`config.mk`:
```
export PLATFORM = sky130hd
export DESIGN_NAME = ptr_wlane
export DESIGN_NICKNAME = d
export VERILOG_FILES = /design/src/design/ptr_pkg.sv /design/src/design/ptr_wlane.sv
export SDC_FILE = /design/constraint.sdc
export NUM_CORES = 1
export LEC_CHECK = 0
export ABC_AREA = 1
export BUFFER_PORTS_ARGS = -buffer_cell sky130_fd_sc_hd__buf_2
export CORE_MARGIN = 3
export CORE_UTILIZATION = 50
export DETAILED_ROUTE_END_ITERATION = 8
export MAX_ROUTING_LAYER = met4
export PLACE_DENSITY = 0.76
export RECOVER_POWER = 100
export SLEW_MARGIN = 20
export SYNTH_ARGS = -nofsm -noshare
export SYNTH_HDL_FRONTEND = slang
export SYNTH_SLANG_ARGS = --single-unit
export TNS_END_PERCENT = 10
```
`constraint.sdc`:
```
create_clock -name vclk -period 10.2
set_clock_uncertainty 0.2 [all_clocks]
set_input_delay 1.02 -clock vclk [all_inputs]
set_output_delay 1.02 -clock vclk [all_outputs]
set_load 0.01 [all_outputs]
```
`src/design/ptr_pkg.sv`:
```
`timescale 1ns / 1ps

package ptr_pkg;

    // Number of weights: the bias weight followed by the four feature weights.
    localparam int NUM_WEIGHTS = 5;
    localparam int FEATURE_WIDTH = 16;
    localparam int WEIGHT_WIDTH_DEF = 32;

    // The bias input is fixed at 1.0 in Q4.12.
    localparam logic [FEATURE_WIDTH-1:0] BIAS_ONE = 16'd4096;

    localparam logic [7:0] UPDATE_LIMIT_RESET = 8'd100;
    localparam logic [15:0] TEST_COUNT_MAX = 16'hFFFF;

    localparam logic [1:0] FUNC_TRAIN = 2'd0;
    localparam logic [1:0] FUNC_TEST = 2'd1;
    localparam logic [1:0] FUNC_CLEAR = 2'd2;

    typedef struct packed {
        logic negative;
        logic zero;
    } t_score_sts;

endpackage

```
`src/design/ptr_wlane.sv`:
```
`timescale 1ns / 1ps

module ptr_wlane #(
    parameter int WEIGHT_WIDTH = ptr_pkg::WEIGHT_WIDTH_DEF
) (
    input  logic [WEIGHT_WIDTH-1:0]           i_weight,
    input  logic [ptr_pkg::FEATURE_WIDTH-1:0] i_feature,
    input  logic                              i_positive,
    output logic [WEIGHT_WIDTH-1:0]           o_weight
);

    localparam logic [WEIGHT_WIDTH-1:0] W_MAX = {1'b0, {(WEIGHT_WIDTH-1){1'b1}}};
    localparam logic [WEIGHT_WIDTH-1:0] W_MIN = {1'b1, {(WEIGHT_WIDTH-1){1'b0}}};

    logic signed [WEIGHT_WIDTH:0] w_x;
    logic signed [WEIGHT_WIDTH:0] w_delta;
    logic signed [WEIGHT_WIDTH:0] w_sum;

    assign w_x = (WEIGHT_WIDTH+1)'($signed(i_feature));
    assign w_delta = i_positive ? w_x : -w_x;
    assign w_sum = (WEIGHT_WIDTH+1)'($signed(i_weight)) + w_delta;

    // One guard bit is enough: the sum has overflowed when it differs from the sign bit.
    always_comb begin
        if (w_sum[WEIGHT_WIDTH] != w_sum[WEIGHT_WIDTH-1]) begin
            o_weight = w_sum[WEIGHT_WIDTH] ? W_MIN : W_MAX;
        end else begin
            o_weight = w_sum[WEIGHT_WIDTH-1:0];
        end
    end

endmodule

```
==> results.yml, run 1 <==
run_status:
  status: "finished, final reports clean"
global_route:
  grt_pass1_wl_mm: 15.36
  grt_util_all_layers_pct: 25.99
  antenna_found_initial: 0
  grt_start_max_net_pins: 32
  grt-ovfl-total: 0
  grt_pass1_vias: 3499
sta:
  rsz0062_at_grt: "no"
  tns_ps: 0
  worstMarginPinSlew_ps: 1213
  fmax_mhz: 146.1
  slew-limit-headroom_pct: 18.97
  fin_crit_sh_pct: 67.10
  drv_slew: 0
  hold_viol_final: 0
  layout_min_cycle_time_ps: 6844
  setup_viol: 0
pwr:
  p_per_area_mw_per_mm2: 99.13
  irDropWorstVdd_uv: 77.94
  power_leakage_nw: 2.153
drt:
  vias: 3782
  drc: 0
  wl_per_cell_um: 12.64
  routed_via_density: 5.118
  wirelength_mm: 9.340
  ant_nets: 0
  drtIter0Drc: 171
  firstDrtPassIters: 5
floorplan:
  rows: 28
  dieHeight_um: 85.02
  io_pins: 81
  die-area_mm2: 0.007228
  core_area_mm2: 0.005991
  die_x_um: 85.02
  start_util_pct: 52.11
worst_setup_path:
  cp-end-kind: "output pin"
  crit_top_cell: "nand2_1"
  cp_slowest_stage_delay_ps: 890
  cp-start-kind: "primary input"
  cp_slowest_cell: "nand2_1"
  arrival_ps: 5620
  critPathRequiredTime_ps: 8980
  critical_path_class: "in -> out"
  cp_max_fo: 31
  crit_chain: "buf_2 -> nor3_1 -> nand3_1 -> nor2_1 -> nand4_1 -> o21ai_0 -> inv_1 -> ha_1 -> nand2_1 -> nand2_1 -> nand2_1 -> nand2_1 -> nand2_1 -> nand2_1 -> a21oi_1 -> nand2_2 -> nand2_1 -> nand2_4 -> nand2_1 -> o21ai_0 -> buf_2"
logic_synthesis:
  synth_top_area_cell: "nand2_1"
  avgSynthCellArea_um2: 5.300
  synth_area_mm2: 0.003122
  synth_cells: 589
  syn-num-nets: 675
  ys_types: 32
  synth_warnings: 0
  ys_top_cells_by_area: "nand2_1 27%, ha_1 14%, inv_1 10%"
  yosysSeqAreaShare_pct: 0
  synth.top_cell.area_share_pct: 27.29
worst_hold_path:
  hp-class: "in -> out"
  worstHoldPathCells: 5
finish:
  fin_util_pct: 58.65
  fin_nets: 752
  area_delta_synth_final_pct: 12.55
  antenna_cells: 0
  ff_latch_area_um2: 0
  drive_above_1_share_pct: 14.61
  clock_buffers: 0
  seq_cell_count: 0
place:
  gp_congestion: 1.018
  port_buffers: 81
  dp_hpwl_mm: 8.262
clock_network:
  cts_hold_buf: 0
  cts_setup_buffers: 0
  cts_resized: 0
run:
  max_cap_violations: 0
worst max-delay path: cells and delay by family:
family | cells | cell delay (ps)
AND/OR/NAND/NOR | 14 | 2490
AO/OA/AOI/OAI | 3 | 1220
buffers and inverters | 3 | 490
adder cells (fa/ha/maj) | 1 | 400
cells in the mapped netlist, types with 3 or more instances:
library cell and number:
a21oi_1 32, and2_1 8, buf_6 5, ha_1 36
inv_1 84, inv_2 4, nand2_1 227, nand2_2 17
nand2_4 5, nand3_1 21, nand3b_1 8, nor2_1 58
nor2_2 3, nor2_4 3, nor3_1 4, o21ai_0 10
o21ai_2 8, o21bai_1 7, xnor2_1 7, xor2_1 25
metal layers:
metal | track usage [%] | up-vias | share of wire (%) | routed length, um
met3 | 0.5825 | 12 | 5.9 | 552
met1 | 32.27 | 1642 | 44 | 4130
li1 | - | 1991 | - | -
met5 | - | - | 0 | 0
met4 | 4.748 | 0 | 1.8 | 172
met2 | 47.25 | 137 | 48 | 4484
logic make-up after synthesis:
kind of cell | Yosys count | synth area share (%)
AND/OR/NAND/NOR | 362 | 51.38
buffers and inverters | 95 | 12.62
AO/OA/AOI/OAI | 63 | 11.94
adder cells (fa/ha/maj) | 37 | 15.07
XOR/XNOR | 32 | 8.978
final timing paths:
path,start,end,slack [ps]
worst max-delay path,i_feature[2],o_weight[2],3360
worst min-delay path,i_weight[0],o_weight[0],2240
power breakdown:
part	leakage, nW	total, mW	switching [mW]	internal, mW
logic	2.15	0.348	0.226	0.123
clock network	0	0	0	0
registers	0	0	0	0
layout make-up:
cell class,instances,area (um2)
inverter,89,334.1
multi-input combinational,494,2714
tap,75,93.84
timing repair buffer,81,371.6
fill,686,2477
metrics by stage:
stage | std cells | hold WS, ps | total power [mW] | setup slack, ps | cell area (um2)
6_report | 739 | 2245 | 0.3483 | 3356 | 3513
5_1_grt | 739 | 2289 | 0.3904 | 2843 | 3513
4_1_cts | 739 | 2251 | 0.3586 | 4410 | 3561
3_5_place_dp | 739 | 2251 | 0.3571 | 4418 | 3561
3_3_place_gp | 739 | 2241 | 0.3528 | 4468 | 3561
2_1_floorplan | 589 | 2056 | 0.2580 | 5296 | 3122
cell usage in the layout, fill, tap and decap left out, types with 4 or more instances in the layout:
cell	netlist	layout
a21oi_1	32	33
inv_2	4	4
o21ai_2	8	8
ha_1	36	36
buf_2	0	54
inv_1	84	84
o21bai_1	7	7
clkbuf_1	1	27
nand2_4	5	4
nor3_1	4	4
o21ai_0	10	12
and2_1	8	8
nand3_1	21	21
xor2_1	25	25
xnor2_1	7	7
nand2_2	17	17
nor2_1	58	59
nand3b_1	8	8
nand2_1	227	228
Note: power is estimated with default switching activity, not from simulation.
==> inputs of run 2 (changes only) <==
clock period = 6.95 ns   (was 10.2 ns; I/O delays follow)
==> results.yml, run 2 (same netlist as run 1, synthesis figures left out) <==
global_route:
  grt_pass1_vias: 3436
  antenna_found_initial: 0
  grt_start_max_net_pins: 32
  grt-ovfl-total: 0
  grt_pass1_wl_mm: 15.25
  grt_util_all_layers_pct: 25.68
sta:
  fmax_mhz: 172.7
  setup_viol: 0
  worstMarginPinSlew_ps: 1235
  slew-limit-headroom_pct: 17.47
  hold_viol_final: 0
  fin_crit_sh_pct: 83.32
  rsz0062_at_grt: "no"
  layout_min_cycle_time_ps: 5791
  tns_ps: 0
  drv_slew: 0
place:
  port_buffers: 81
  dp_hpwl_mm: 8.153
  gp_congestion: 1.039
  placedCellCount: 739
pwr:
  p_per_area_mw_per_mm2: 145.3
  power_leakage_nw: 2.148
  irDropWorstVdd_uv: 97.75
floorplan:
  start_util_pct: 52.11
  rows: 28
  die-area_mm2: 0.007228
  core_area_mm2: 0.005991
  die_x_um: 85.02
  io_pins: 81
  dieHeight_um: 85.02
worst_setup_path:
  critical_path_buf_inv_count: 6
  crit_family: "simple AND/OR/NAND/NOR gates"
  arrival_ps: 4900
  cp-end-kind: "output pin"
  cp_slowest_stage_delay_ps: 900
  path_depth: 27
  cp_max_fo: 31
  cp-start-kind: "primary input"
  cp_slowest_cell: "nand2_1"
  critPathRequiredTime_ps: 6050
  critical_path_class: "in -> out"
  crit_top_cell: "nand2_1"
drt:
  wirelength_mm: 9.283
  drc: 0
  drtIter0Drc: 236
  ant_nets: 0
  routed_via_density: 5.120
  wl_per_cell_um: 12.56
  firstDrtPassIters: 5
  vias: 3784
finish:
  area_delta_synth_final_pct: 12.22
  ff_latch_area_um2: 0
  drive_above_1_share_pct: 14.46
  fin_util_pct: 58.48
  clock_buffers: 0
  layout_common_cells: "228 x nand2_1, 84 x inv_1, 59 x nor2_1"
  stdcell_count: 739
  antenna_cells: 0
  fin_nets: 752
  final_common_cell: "nand2_1"
  seq_cell_count: 0
worst_hold_path:
  worstHoldPathCells: 5
  hp-class: "in -> out"
run_status:
  status: "finished, final reports clean"
clock_network:
  cts_resized: 0
  cts_hold_buf: 0
  cts_setup_buffers: 0
run:
  max_cap_violations: 0
run 2: cell count changes in the layout (fill, tap and decap cells not counted), sizes merged:
cell / change
clkbuf: +1
buf: -1
run 2: area by class of cell:
class | instances | area [um2]
fill | 668 | 2487
inverter | 89 | 334.1
multi-input combinational | 494 | 2705
tap | 75 | 93.84
timing repair buffer | 81 | 370.4
run 2: where the power goes:
group | switching [mW] | total (mW) | internal, mW | leakage (nW)
combinational | 0.329 | 0.509 | 0.179 | 2.15
sequential | 0 | 0 | 0 | 0
clock | 0 | 0 | 0 | 0
total | 0.329 | 0.509 | 0.179 | 2.15
run 2: path summary, 6_finish.rpt:
path	start	slack [ps]	to
setup / recovery	i_feature[0]	1160	o_weight[2]
hold / removal	i_weight[0]	1600	o_weight[0]
run 2: through the flow:
step,worst slack (ps),instance area (um2),hold slack (ps),total power [mW]
CTS,1800,3561,1607,0.5253
detailed placement,1805,3561,1611,0.5232
global placement,1843,3561,1592,0.5179
floorplan,2696,3122,1406,0.3786
finish,1159,3503,1600,0.5089
global route,755.8,3503,1648,0.5712
run 2: metal layers:
layer / vias up / track usage, % / share of wire, %
met5: - / - / 0
met4: 0 / 6.331 / 3.0
met3: 16 / 0.4854 / 4.9
met2: 127 / 45.41 / 47
met1: 1658 / 32.33 / 45
li1: 1983 / - / -
==> inputs of run 3 (changes only) <==
ABC_AREA = 0   (was 1)
CORE_UTILIZATION = 49   (was 50)
PLACE_DENSITY = 0.81   (was 0.76)
clock period = 5.2 ns   (was 6.95 ns; I/O delays follow)
==> results.yml, run 3 <==
worst_setup_path:
  crit_chain: "buf_2 -> nor3_2 -> nand2b_1 -> or3_1 -> nor2_2 -> nand3_1 -> ha_1 -> a21oi_1 -> ha_1 -> a21oi_1 -> o21ai_0 -> o2bb2ai_1 -> a41o_1 -> a21oi_1 -> xnor2_1 -> buf_4 -> buf_4 -> maj3_1 -> buf_2"
  cp-end-kind: "output pin"
  crit_family: "compound AO/OA/AOI/OAI gates"
  cp_slowest_stage_delay_ps: 370
  cp-start-kind: "primary input"
  arrival_ps: 4250
  cp_max_fo: 6
  critical_path_class: "in -> out"
  crit_top_cell: "a21oi_1"
  critical_path_buf_inv_count: 4
  cp_slowest_cell: "maj3_1"
  critPathRequiredTime_ps: 4480
sta:
  rsz0062_at_grt: "yes"
  worstMarginPinSlew_ps: 551.6
  layout_min_cycle_time_ps: 4975
  fin_ws_ps: 225.1
  hold_viol_final: 0
  setup_viol: 0
  fmax_mhz: 201.0
  fin_crit_sh_pct: 95.67
  slew-limit-headroom_pct: 63.14
  drv_slew: 0
finish:
  layout_common_cells: "81 x buf_2, 45 x a21oi_1, 38 x nand2_1"
  drive_above_1_share_pct: 26.16
  clock_buffers: 0
  stdcell_area_mm2: 0.003064
  fillCellCount: 472
  fin_nets: 539
  final_common_cell: "buf_2"
  ff_latch_area_um2: 0
  stdcell_count: 518
  seq_cell_count: 0
  fin_util_pct: 63.61
  antenna_cells: 0
  area_delta_synth_final_pct: 23.69
place:
  gp_congestion: 1.016
  dpl_cell_area_mm2: 0.002988
  dp_slack_ps: 73.65
  dp_hpwl_mm: 6.314
  port_buffers: 81
  placedCellCount: 512
drt:
  wl_met3_um: 517
  wirelength_mm: 7.760
  drtIter0Drc: 242
  ant_nets: 0
  routedLengthMet1_mm: 3.558
  wl_per_cell_um: 14.98
  firstDrtPassIters: 5
  drc: 0
  vias: 2980
  routed_via_density: 5.753
  dr_wl_met2_mm: 3.613
  top_layer: "met4"
logic_synthesis:
  ys_top_cells_by_area: "ha_1 18%, a21oi_1 9.1%, xor2_1 8.5%"
  syn-num-nets: 453
  synth_area_mm2: 0.002477
  synth_warnings: 0
  ys_top_cells_by_count: "45 x a21oi_1, 38 x nand2_1, 36 x ha_1, 32 x o21ai_0, 27 x nor2_1"
  synth_top_area_cell: "ha_1"
  synth_cells: 367
  ys_types: 53
  yosysSeqAreaShare_pct: 0
  yosysMostFrequentCell: "a21oi_1"
  avgSynthCellArea_um2: 6.750
  synth.top_cell.area_share_pct: 18.18
pwr:
  irDropWorstVdd_uv: 192.6
  p_per_area_mw_per_mm2: 227.2
  power_leakage_nw: 1.478
  finalPower_mw: 0.6962
floorplan:
  die-area_mm2: 0.005945
  start_util_pct: 51.43
  core_area_mm2: 0.004817
  io_pins: 81
  dieHeight_um: 77.11
  rows: 25
  die_x_um: 77.11
global_route:
  grt_pass1_vias: 2758
  grt_start_max_net_pins: 25
  grt_pass1_wl_mm: 12.64
  grt-ovfl-total: 0
  antenna_found_initial: 0
  grt_util_all_layers_pct: 25.47
run_status:
  status: "finished, final reports clean"
run:
  max_cap_violations: 0
worst_hold_path:
  hp-class: "in -> out"
## run 3: per-stage QoR
stage	setup TNS (ps)	hold slack, ps
after floorplan	0	1094
after global placement	0	1317
after global routing	-1188	1351
after detailed placement	0	1298
after CTS	0	1317
final	0	1312
## run 3: layer usage
metal  vias to the layer above  track usage (%)
met1                      1335            33.71
met4                         0            2.847
met3                         6           0.7042
met5                         -                -
li1                       1528                -
met2                       111            44.69
## run 3: tightest hold or removal path, delay by kind of cell
| family | cells | cell delay [ps] |
|---|---|---|
| buffers and inverters | 2 | 200 |
| and+or+nand+nor | 1 | 70 |
| AOI/OAI and AO/OA | 1 | 80 |
| adders and majority gates | 1 | 120 |
## run 3: layout make-up
type	instances	area, um2	share of cell area [%]
multi-input combinational	336	2376	77.54
timing repair buffer	100	548.0	17.88
tap	67	83.83	2.736
inverter	15	56.30	1.837
## run 3: power by group
group	internal, mW	leakage (nW)	switching (mW)
sequential	0	0	0
combinational	0.300	1.48	0.396
clock	0	0	0
total	0.300	1.48	0.396
## run 3: kinds of logic after synthesis
family,Yosys count,share of synthesized area (%)
fa+ha+maj,43,21.41
mux,2,0.8586
compound gates,136,35.46
simple gates,111,21.36
xor+xnor,44,15.56
buf+inv,31,5.353
## run 3: path summary, 6_finish.rpt
kind / startpoint / end / slack, ps / depth (start not counted)
max: i_feature[9] / o_weight[13] / 230 / 19
min: i_weight[0] / o_weight[0] / 1310 / 5
## run 3: what timing repair did
action | in CTS | in global routing
gates resized for setup | 0 | 9
buffers inserted | 0 | 6
setup endpoints to repair | 0 | 31
hold buffers | 0 | 0
